[src/rtl/categorical_variance_split_search_macros.svh]
// Assertion macros used by the top-level RTL file.
`ifndef CATEGORICAL_VARIANCE_SPLIT_SEARCH_MACROS_SVH
`define CATEGORICAL_VARIANCE_SPLIT_SEARCH_MACROS_SVH
`ifndef SYNTHESIS
// Same-cycle implication.
`define CVSS_ASSERT_NOW(lbl, clk, rst_n, ante, cons) \
    lbl: assert property (@(posedge clk) disable iff (!rst_n) (ante) |-> (cons)) \
        else $error("cvss check failed");
// Next-cycle implication.
`define CVSS_ASSERT_NEXT(lbl, clk, rst_n, ante, cons) \
    lbl: assert property (@(posedge clk) disable iff (!rst_n) (ante) |=> (cons)) \
        else $error("cvss check failed");
`else
`define CVSS_ASSERT_NOW(lbl, clk, rst_n, ante, cons)
`define CVSS_ASSERT_NEXT(lbl, clk, rst_n, ante, cons)
`endif
`endif

[src/rtl/cvss_ram.sv]
`default_nettype none
module cvss_ram #(
    parameter int WIDTH = 8,
    parameter int DEPTH = 16
) (
    input  wire logic                     i_clk,
    input  wire logic                     i_we,
    input  wire logic [$clog2(DEPTH)-1:0] i_waddr,
    input  wire logic [WIDTH-1:0]         i_wdata,
    input  wire logic [$clog2(DEPTH)-1:0] i_raddr,
    output      logic [WIDTH-1:0]         o_rdata
);
    logic [WIDTH-1:0] r_mem [DEPTH];

    always_ff @(posedge i_clk) begin
        if (i_we) begin
            r_mem[i_waddr] <= i_wdata;
        end
        o_rdata <= r_mem[i_raddr];
    end
endmodule
`default_nettype wire

[config.mk]
export PLATFORM = sky130hd
export DESIGN_NAME = cvss_ram
export DESIGN_NICKNAME = d
export VERILOG_FILES = /design/src/rtl/categorical_variance_split_search_macros.svh /design/src/rtl/cvss_ram.sv
export SDC_FILE = /design/constraint.sdc
export NUM_CORES = 1
export LEC_CHECK = 0
export ABC_AREA = 1
export BUFFER_PORTS_ARGS = -buffer_cell sky130_fd_sc_hd__buf_2
export CORE_AREA = 5 5 109 111
export CTS_CLUSTER_SIZE = 12
export DETAILED_ROUTE_END_ITERATION = 8
export DIE_AREA = 0 0 114 116
export PLACE_DENSITY = 0.77
export SETUP_SLACK_MARGIN = 0.4
export SYNTH_ARGS = -nofsm -noshare
export SYNTH_HDL_FRONTEND = slang
export SYNTH_SLANG_ARGS = --single-unit
export TNS_END_PERCENT = 100
[constraint.sdc]
create_clock -name i_clk -period 1.15 [get_ports i_clk]
set_input_delay 0.1725 -clock i_clk [delete_from_list [all_inputs] [get_ports i_clk]]
set_output_delay 0.1725 -clock i_clk [all_outputs]
set_load 0.005 [all_outputs]
==> results.ini <==
[min_path]
hold_depth = 1
worstHoldStart = i_wdata[1]
worstHoldEndpoint = r_mem[0][1]
hp-class = input pin to register

[placed_design]
port_buffers = 25
dp_hpwl_mm = 8.27
placed_cell_area_um2 = 6320
dp.cells = 714
place_ws_ns = -0.0727
gp_congestion = 0.863

[sta]
fmax_mhz = 875
slew_headroom_pct = 69.1
setup_viol = 0
setup_tns_ns = 0
finalHoldWorstSlack_ns = 0.0560
final_hold_viol_count = 0
timing.final.ws_setup_ns = 0.00767
period_needed_ns = 1.14
finClkSkew_ns = 0.00461
worstMarginPinSlew_ns = 0.463
fin_crit_sh_pct = 99.3
drv_slew = 0
rsz0062_at_grt = yes

[global_route]
grt_pass1_wl_mm = 21.1
grt_usage_pct = 21.8
grt.overflow.total = 0
grt_pass1_vias = 3950
grt_max_degree = 37
antenna_found_initial = 0

[critical_path]
rr_endpoint = o_rdata[6]
worst_path_dominant_cell_family = flip-flops
cp-end-kind = primary output
setup.worst_path.start_class = register
cp.arrival_ns = 0.97
crit_buf_inv = 1
path_class = register to primary output
crit_required_ns = 0.98
r2r_setup_slack_ns = 0.16
crit_chain = buf_2
r2r_cells = 6
r2r-start = r_mem[9][6]
slowest_delay_ns = 0.33
crit_fanout = 1
critPathSlowestCell = dfxtp_2

[detailed_routing]
ant_nets = 0
drc = 0
wire_per_inst_um = 18.7
vias = 4014
wirelength_mm = 14.0
drtIter0Drc = 465
viasPerCell = 5.38
first_pass_iters = 5

[cts]
numCtsBuffers = 17
cts_setup_buffers = 0
clk_latency_ns = 0.52
htreeDepth = 4
cts_tree = built
clockRootBuffer = clkbuf_8
clk_pin_slew_ns = 0.06
clkSinkCount = 136
cts_max_path_buffers = 2
holdBufCountCts = 0

[flow_run]
max-cap-violations = 0

[logic_synthesis]
synth-seq-cells = 136
synthCells = 551
synthSimpleGateAreaFrac_pct = 21.0
synth_warnings = 0
synth_fa_ha_area_share_pct = 0
synth_compound_area_share_pct = 0
synth_mux_area_share_pct = 0
yosysSeqAreaShare_pct = 69.4
synth.cell_area_um2 = 5770
synth_top_family_by_area = simple AND/OR/NAND/NOR gates
syn_avg_cell_area_um2 = 10.5
synth_xor_area_share_pct = 0
ys_types = 12
syn_nets = 569

[final_layout]
final_area_um2 = 7280
final.fill_count = 711
utilization_pct = 68.1
insertedDiodeCount = 0
nets = 611
finalNonFillerCells = 746
areaGrowthSynthToFinish_pct = 26.3
most-common-layout-cells = nand2_1, edfxtp_1, inv_1
mostFrequentLayoutCell = nand2_1
layout-drive-gt1-share_pct = 33.5

[power_and_ir_drop]
p_comb_share_pct = 7.7
power_frac_seq_pct = 47.3
total_power_mw = 11.8
p_int_mw = 9.25
p_per_area_nw_per_um2 = 1620
ir_drop_mv = 1.39
p_clk_share_pct = 44.9
sw_frac_of_total_pct = 21.7
leakagePower_nw = 3.10
p_sw_mw = 2.56

[run_status]
status = finished clean

[floorplan]
ios = 26
rows = 38
design.die.area_um2 = 13200
die_x_um = 114
initial_core_util_pct = 53.9
die_y_um = 116
core_um2 = 10700

## worst max-delay path by stage
stage                     from      endpoint  depth (start not counted)
global route        o_rdata[4]    o_rdata[4]                          1
CTS                 o_rdata[7]    o_rdata[7]                          1
detailed placement  i_waddr[3]   r_mem[3][5]                          5
global placement    i_waddr[2]  r_mem[11][7]                          5
floorplan           i_waddr[2]  r_mem[10][0]                          2
finish              o_rdata[7]    o_rdata[7]                          1
## synthesized netlist by cell type (all sizes together)
cell      n  area, µm²
buf      24        166
dfxtp     8        160
edfxtp  128       3840
inv     102        383
nand2   173        649
nand3    97        485
nand3b    2       15.0
nor2     17       63.8
## what timing repair did
action,4_1_cts,5_1_grt
pin swaps,29,36
endpoints found under the setup margin,16,16
hold endpoints to repair,0,0
resized for setup,44,47
## per-layer routing
layer  vias to the layer above  share of wire [%]  global-route usage (%)
li1                       1862                  -                       -
met1                      1919                 40                    27.8
met2                       200                 50                    36.7
met3                        33                7.4                    4.60
met4                         0                2.9                    8.63
met5                         -                  0                       0
## cell type report
type                       instances  area (µm²)  area share, %
inverter                         102         395           5.43
clock inverter                     9         124           1.70
sequential                       136        4010           55.1
multi-input combinational        289        1740           23.9
clock buffer                      23         457           6.27
tap                              140         175           2.41
timing repair buffer              47         378           5.19
## cell families after synthesis
group / Yosys count
buffers and inverters: 126
AND/OR/NAND/NOR: 289
flip-flops: 136
## registers in the layout, indices dropped and copies added, names as in the netlist
register / cells
r_mem: 128
o_rdata: 8
## power by group through the flow
stage                     sequential, mW  clock [mW]  combinational, mW
after floorplan                     5.68           0              0.470
after global placement              5.68           0              0.748
after detailed placement            5.68           0              0.763
after CTS                           5.58        5.33              0.837
after global routing                5.59        5.59              0.978
final                               5.59        5.31              0.914
(Power assumes the default switching activity.)
