File: src/rtl/categorical_variance_split_search_macros.svh
// Assertion macros used by the top-level RTL file.
`ifndef CATEGORICAL_VARIANCE_SPLIT_SEARCH_MACROS_SVH
`define CATEGORICAL_VARIANCE_SPLIT_SEARCH_MACROS_SVH
`ifndef SYNTHESIS
// Same-cycle implication.
`define CVSS_ASSERT_NOW(lbl, clk, rst_n, ante, cons) \
    lbl: assert property (@(posedge clk) disable iff (!rst_n) (ante) |-> (cons)) \
        else $error("cvss check failed");
// Next-cycle implication.
`define CVSS_ASSERT_NEXT(lbl, clk, rst_n, ante, cons) \
    lbl: assert property (@(posedge clk) disable iff (!rst_n) (ante) |=> (cons)) \
        else $error("cvss check failed");
`else
`define CVSS_ASSERT_NOW(lbl, clk, rst_n, ante, cons)
`define CVSS_ASSERT_NEXT(lbl, clk, rst_n, ante, cons)
`endif
`endif

File: src/rtl/cvss_pkg.sv
`default_nettype none
package cvss_pkg;

    localparam int NCAT     = 16;
    localparam int CAT_W    = 4;
    localparam int TGT_W    = 16;
    localparam int CNT_W    = 13;
    localparam int SUM_W    = 28;
    localparam int SQ_W     = 44;
    localparam int IMP_W    = 30;
    localparam int COL_W    = 8;
    localparam int PROD_W   = 2 * SUM_W;
    localparam int XM_W     = SUM_W + CNT_W + 1;
    localparam int M_W      = CAT_W + 1;
    localparam logic [CNT_W-1:0] MAX_SAMPLES = CNT_W'(4096);
    localparam logic [IMP_W-1:0] IMP_MAX     = {IMP_W{1'b1}};

    localparam logic CFG_COLUMN_INDEX = 1'b0;
    localparam logic CFG_PRIOR_BEST   = 1'b1;

    typedef struct packed {
        logic [CAT_W-1:0]        category;
        logic signed [TGT_W-1:0] target_value;
        logic                    last_sample;
    } t_sample;

    typedef struct packed {
        logic                    split_found;
        logic [IMP_W-1:0]        best_impurity;
        logic signed [TGT_W-1:0] threshold_mean;
        logic [NCAT-1:0]         left_category_mask;
        logic [CNT_W-1:0]        left_count;
        logic [CNT_W-1:0]        right_count;
        logic [COL_W-1:0]        split_column;
        logic signed [TGT_W-1:0] node_mean;
        logic [IMP_W-1:0]        node_variance;
    } t_result;

    typedef struct packed {
        logic [CNT_W-1:0]        cnt;
        logic signed [SUM_W-1:0] sum;
        logic [SQ_W-1:0]         sq;
    } t_cat_acc;

    typedef enum logic [4:0] {
        ST_ACC, ST_DRAIN, ST_NM_DIV, ST_NV_MUL, ST_NV_DIV1, ST_NV_DIV2,
        ST_RK_RDI, ST_RK_LATI, ST_RK_RDJ, ST_RK_MULJ, ST_RK_CMPJ, ST_RK_WR,
        ST_SW_INIT, ST_SW_RDO, ST_SW_RDC, ST_SW_ACC, ST_SW_MUL_L, ST_SW_DIV_L,
        ST_SW_MUL_R, ST_SW_DIV_R, ST_SW_DIV_S, ST_SW_CMP, ST_SW_THR, ST_OUT
    } t_state;

    function automatic logic [SUM_W-1:0] abs_sum(input logic signed [SUM_W-1:0] v);
        return v[SUM_W-1] ? SUM_W'(-v) : SUM_W'(v);
    endfunction

    function automatic logic [SQ_W-1:0] sat_sub(input logic [SQ_W-1:0] a,
                                                  input logic [PROD_W-1:0] b);
        return (b > PROD_W'(a)) ? '0 : a - b[SQ_W-1:0];
    endfunction

    function automatic logic [IMP_W-1:0] sat_imp(input logic [PROD_W-1:0] q);
        return (q > PROD_W'(IMP_MAX)) ? IMP_MAX : q[IMP_W-1:0];
    endfunction

    // Floor of a signed quotient from the magnitude quotient and remainder.
    function automatic logic [TGT_W-1:0] floor_fix(input logic neg,
                                                    input logic [PROD_W-1:0] q,
                                                    input logic [CNT_W-1:0] rem);
        logic [TGT_W-1:0] qq;
        qq = q[TGT_W-1:0] + TGT_W'(rem != '0);
        return neg ? TGT_W'(-qq) : q[TGT_W-1:0];
    endfunction

endpackage
`default_nettype wire

File: src/rtl/cvss_div.sv
`default_nettype none
// Restoring divider, one quotient bit per cycle.
module cvss_div (
    input  wire logic                            i_clk,
    input  wire logic                            i_rst_n,
    input  wire logic                            i_start,
    input  wire logic [cvss_pkg::PROD_W-1:0]     i_num,
    input  wire logic [cvss_pkg::CNT_W-1:0]      i_den,
    output      logic                            o_done,
    output      logic [cvss_pkg::PROD_W-1:0]     o_quot,
    output      logic [cvss_pkg::CNT_W-1:0]      o_rem
);
    localparam int CW = $clog2(cvss_pkg::PROD_W);

    logic                           r_run;
    logic                           r_done;
    logic [CW-1:0]                  r_cnt;
    logic [cvss_pkg::PROD_W-1:0]    r_quot;
    logic [cvss_pkg::CNT_W-1:0]     r_rem;
    logic [cvss_pkg::CNT_W-1:0]     r_den;
    logic [cvss_pkg::CNT_W:0]       rem_sh;
    logic                           fits;

    assign rem_sh = {r_rem, r_quot[cvss_pkg::PROD_W-1]};
    assign fits   = rem_sh >= {1'b0, r_den};

    always_ff @(posedge i_clk) begin
        if (!i_rst_n) begin
            r_run  <= 1'b0;
            r_done <= 1'b0;
            r_cnt  <= '0;
        end else begin
            r_done <= 1'b0;
            if (i_start) begin
                r_run <= 1'b1;
                r_cnt <= '0;
            end else if (r_run) begin
                r_cnt <= r_cnt + CW'(1);
                if (r_cnt == CW'(cvss_pkg::PROD_W - 1)) begin
                    r_run  <= 1'b0;
                    r_done <= 1'b1;
                end
            end
        end
    end

    always_ff @(posedge i_clk) begin
        if (i_start) begin
            r_quot <= i_num;
            r_den  <= i_den;
            r_rem  <= '0;
        end else if (r_run) begin
            r_quot <= {r_quot[cvss_pkg::PROD_W-2:0], fits};
            r_rem  <= fits ? cvss_pkg::CNT_W'(rem_sh - {1'b0, r_den})
                           : rem_sh[cvss_pkg::CNT_W-1:0];
        end
    end

    assign o_done = r_done;
    assign o_quot = r_quot;
    assign o_rem  = r_rem;
endmodule
`default_nettype wire

File: config.mk
export PLATFORM = sky130hd
export DESIGN_NAME = cvss_div
export DESIGN_NICKNAME = d
export VERILOG_FILES = /design/src/rtl/categorical_variance_split_search_macros.svh /design/src/rtl/cvss_pkg.sv /design/src/rtl/cvss_div.sv
export SDC_FILE = /design/constraint.sdc
export NUM_CORES = 1
export LEC_CHECK = 0
export ABC_AREA = 1
export BUFFER_PORTS_ARGS = -buffer_cell sky130_fd_sc_hd__buf_2
export CELL_PAD_IN_SITES_DETAIL_PLACEMENT = 0
export CELL_PAD_IN_SITES_GLOBAL_PLACEMENT = 2
export CORE_MARGIN = 2
export CORE_UTILIZATION = 29
export DETAILED_ROUTE_END_ITERATION = 8
export PLACE_DENSITY_LB_ADDON = 0.3
export RECOVER_POWER = 25
export SYNTH_ARGS = -nofsm -noshare
export SYNTH_HDL_FRONTEND = slang
export SYNTH_SLANG_ARGS = --single-unit
File: constraint.sdc
create_clock -name i_clk -period 3 [get_ports i_clk]
set_input_delay 0.15 -clock i_clk [delete_from_list [all_inputs] [get_ports i_clk]]
set_output_delay 0.15 -clock i_clk [all_outputs]
set_load 0.01 [all_outputs]
==> results.md <==
- Outcome: completed
- Leading cell type in the layout, fill and taps excluded: nand2_1
- Power per cell area: 513.2 nW/µm²
- Initial DRC count: 183
- Die ar.: 17230 µm²
- All-Layer GR Usage: 14.95%
- Core area: 15830 µm²
- Max_cap viols: 0
- Initial Utilization: 29.67%
- Clk sinks: 90
- Share of layout cells above drive strength 1: 20.76%
- Mapped Area: 4696 µm²
- I/O pins: 142
- Dpl cell area: 5609 µm²
- Via count: 4030
- Hold Fails Final Rpt: 0
- DPL Wire Length: 9348 µm
- Total CTS buffers: 9
- CP Class: reg -> reg
- Synth Instances: 560
- Synthesized area per cell: 8.385 µm²
- Antenna violations before repair: 0
- Yosys top cell area share: 44.12%
- Remaining DRCs: 0
- Vias in the first global route: 4041
- HP Start: i_den[0]
- Reg2reg end: o_quot[0]$_DFFE_PP_
- Die H: 131.3 µm
- Post-route ant nets: 0
- Vias per cell: 4.333
- Crit. path cell count: 12
- Sw Share: 26.23%
- Htree depth: 3
- Worst slew pin tran: 1485 ps
- Critical Path Source: o_quot[55]$_DFFE_PP_
- Crit-path most repeated cell: nand2_1
- Part of the power in registers: 49.4%
- Setup Skew: 8.278 ps
- VDD IR max: 0.2923 mV
- Crit path max-delay family: simple AND/OR/NAND/NOR gates
- Most frequent cells in the layout: nand2_1, buf_2, edfxtp_1
- First-pass GRT wire length: 20660 µm
- CTS clk-pin slew, worst paths: 60 ps
- CP Cell Sequence: inv_1 > ha_1 > inv_1 > fa_1 > nand2_1 > nand2_1 > nand3_1 > nand2_1 > nand2_2 > nand3_4 > nand2_1 > nand2_1
- Nets: 795
- Sum of negative setup slack: 0 ps
- PortBufs: 141
- Clk Latency, worst-skew pair: 340 ps
- Hold Path Depth: 1
- Internal power: 0.002261 W
- Buf/Inv on CP: 2
- CTS tree: yes
- Final slew viol count: 0
- Reg2Reg Depth: 12
- Yosys cell types: 33
- Slowest cell on crit path: fa_1
- # setup viols final: 0
- Num rows: 46
- Syn nets: 647
- Final WL: 12630 µm
- Die width: 131.3 µm
- Final Critical Period: 2399 ps
- Synthesis warning total: 0
- Crit start category: flop
- Switching power: 0.0008038 W
- CTS root buf: clkbuf_16
- Layout area overhead: 27.18%
- Post-DR wirelength/cell: 13.58 µm
- DRT Pass-1 Iters: 4
- GRT overflow: 0
- Crit. End Element: flop
- Hold EP: r_den[0]$_DFFE_PP_
- Rel. slew slack: 1.008%
- Flop and latch count out of synthesis: 90
- Min-Delay Path Class: in -> reg
- Setup Buffers After CTS: 0
- GPL Wtd Cong: 0.7847
- Reg2Reg Launch Point: o_quot[55]$_DFFE_PP_
- RSZ-0062 raised after global routing: false
- Leading area contributor after synthesis: edfxtp_1
- CTS Buffer Depth: 2
- Seq/Total Area, Yosys: 53.08%
- Synth area leaders: edfxtp_1, nand2_1, dfxtp_1, inv_1, ha_1
- Worst path required time: 3090 ps
- Period utilization: 79.95%
- Gate power share: 14.0%
- R2r setup slk: 600 ps
- Cell leakage power: 2.931 nW
- Cell area after layout: 5972 µm²
- Power share of the clock group: 36.6%
- Fmax: 0.4169 GHz
- Critical Path Max Stage Delay: 440 ps
- Worst-path fanout max: 15
- CP arrival: 2490 ps
- Pin count of the biggest net entering global routing: 69
-- area by class of cell --
class / instances / area (µm²)
fill: 1662 / 9856
clock buffer: 13 / 271.5
multi-input combinational: 380 / 1836
antenna: 1 / 2.502
sequential: 90 / 2492
clock inverter: 3 / 21.27
inverter: 70 / 262.8
tap: 216 / 270.3
timing repair buffer: 157 / 815.8
-- sequential cells by signal, indices dropped and copies added (netlist names) --
register  flops
r_cnt         6
o_rem        13
o_done        1
r_run         1
r_den        13
o_quot       56
-- how the worst max path moves through the flow --
| stage | slack [ps] | end |
|---|---|---|
| after global placement | 670 | o_quot[0]$_DFFE_PP_ |
| after CTS | 600 | o_quot[0]$_DFFE_PP_ |
| after global routing | 350 | o_rem[3]$_SDFFE_PP0P_ |
| after detailed placement | 620 | o_quot[0]$_DFFE_PP_ |
| after floorplan | 770 | o_quot[0]$_DFFE_PP_ |
| final | 600 | o_quot[0]$_DFFE_PP_ |
-- Yosys cell counts --
master,count
a21oi_4,1
edfxtp_1,69
buf_12,1
fa_1,1
nor2_1,12
nand4_2,1
nand3_1,26
nand2_1,258
a21oi_1,7
nor2_4,2
inv_1,67
inv_2,3
o21ai_2,1
o21ai_1,1
nand3_4,1
nand2_2,8
xor2_1,2
o211ai_1,1
nand3_2,8
a31oi_1,1
nor2_2,3
nor3b_1,1
nand4_1,18
nor3_1,6
o21bai_1,1
xnor2_1,3
dfxtp_1,21
buf_2,5
clkbuf_1,9
o21ai_0,3
buf_1,3
ha_1,14
buf_4,2
-- what timing repair did --
action | CTS | global route
gates resized for setup | 0 | 0
endpoints found under the hold margin | 12 | 0
hold buffers | 12 | 0
-- through the flow --
step	power, W	util [%]	hold WS (ps)	instances	worst slack (ps)
detailed placement	0.001977	35.44	328.2	901	616.2
global placement	0.001979	35.44	328.3	901	665.3
floorplan	0.001775	-	248.9	560	771.9
CTS	0.003131	38.05	5.357	929	595.5
global route	0.003225	37.72	43.20	929	346.1
finish	0.003065	37.73	36.66	930	601.4
-- layer usage --
metal  vias up  part of all wire (%)  track usage, %
li1       2082                     -               -
met1      1830                    45           18.96
met2       112                    46           23.57
met3         6                   8.1           5.864
met4         0                  0.86           4.529
met5         -                     0               0
-- kinds of logic after synthesis --
logic type | Yosys count | synth area share [%]
adder cells (fa/ha/maj) | 15 | 4.157
AND/OR/NAND/NOR | 344 | 31.84
AO/OA/AOI/OAI | 16 | 2.158
buffers and inverters | 90 | 7.833
XOR/XNOR | 5 | 0.9328
flip-flops | 90 | 53.08
-- power by group through the flow --
stage / logic [W] / clock network (W) / registers, W
2_1_floorplan: 0.000202 / 0 / 0.00157
3_3_place_gp: 0.000442 / 0 / 0.00154
4_1_cts: 0.000453 / 0.00117 / 0.00151
3_5_place_dp: 0.000441 / 0 / 0.00154
6_report: 0.000430 / 0.00112 / 0.00151
5_1_grt: 0.000490 / 0.00121 / 0.00153
Power figures use the tool's default switching activity.
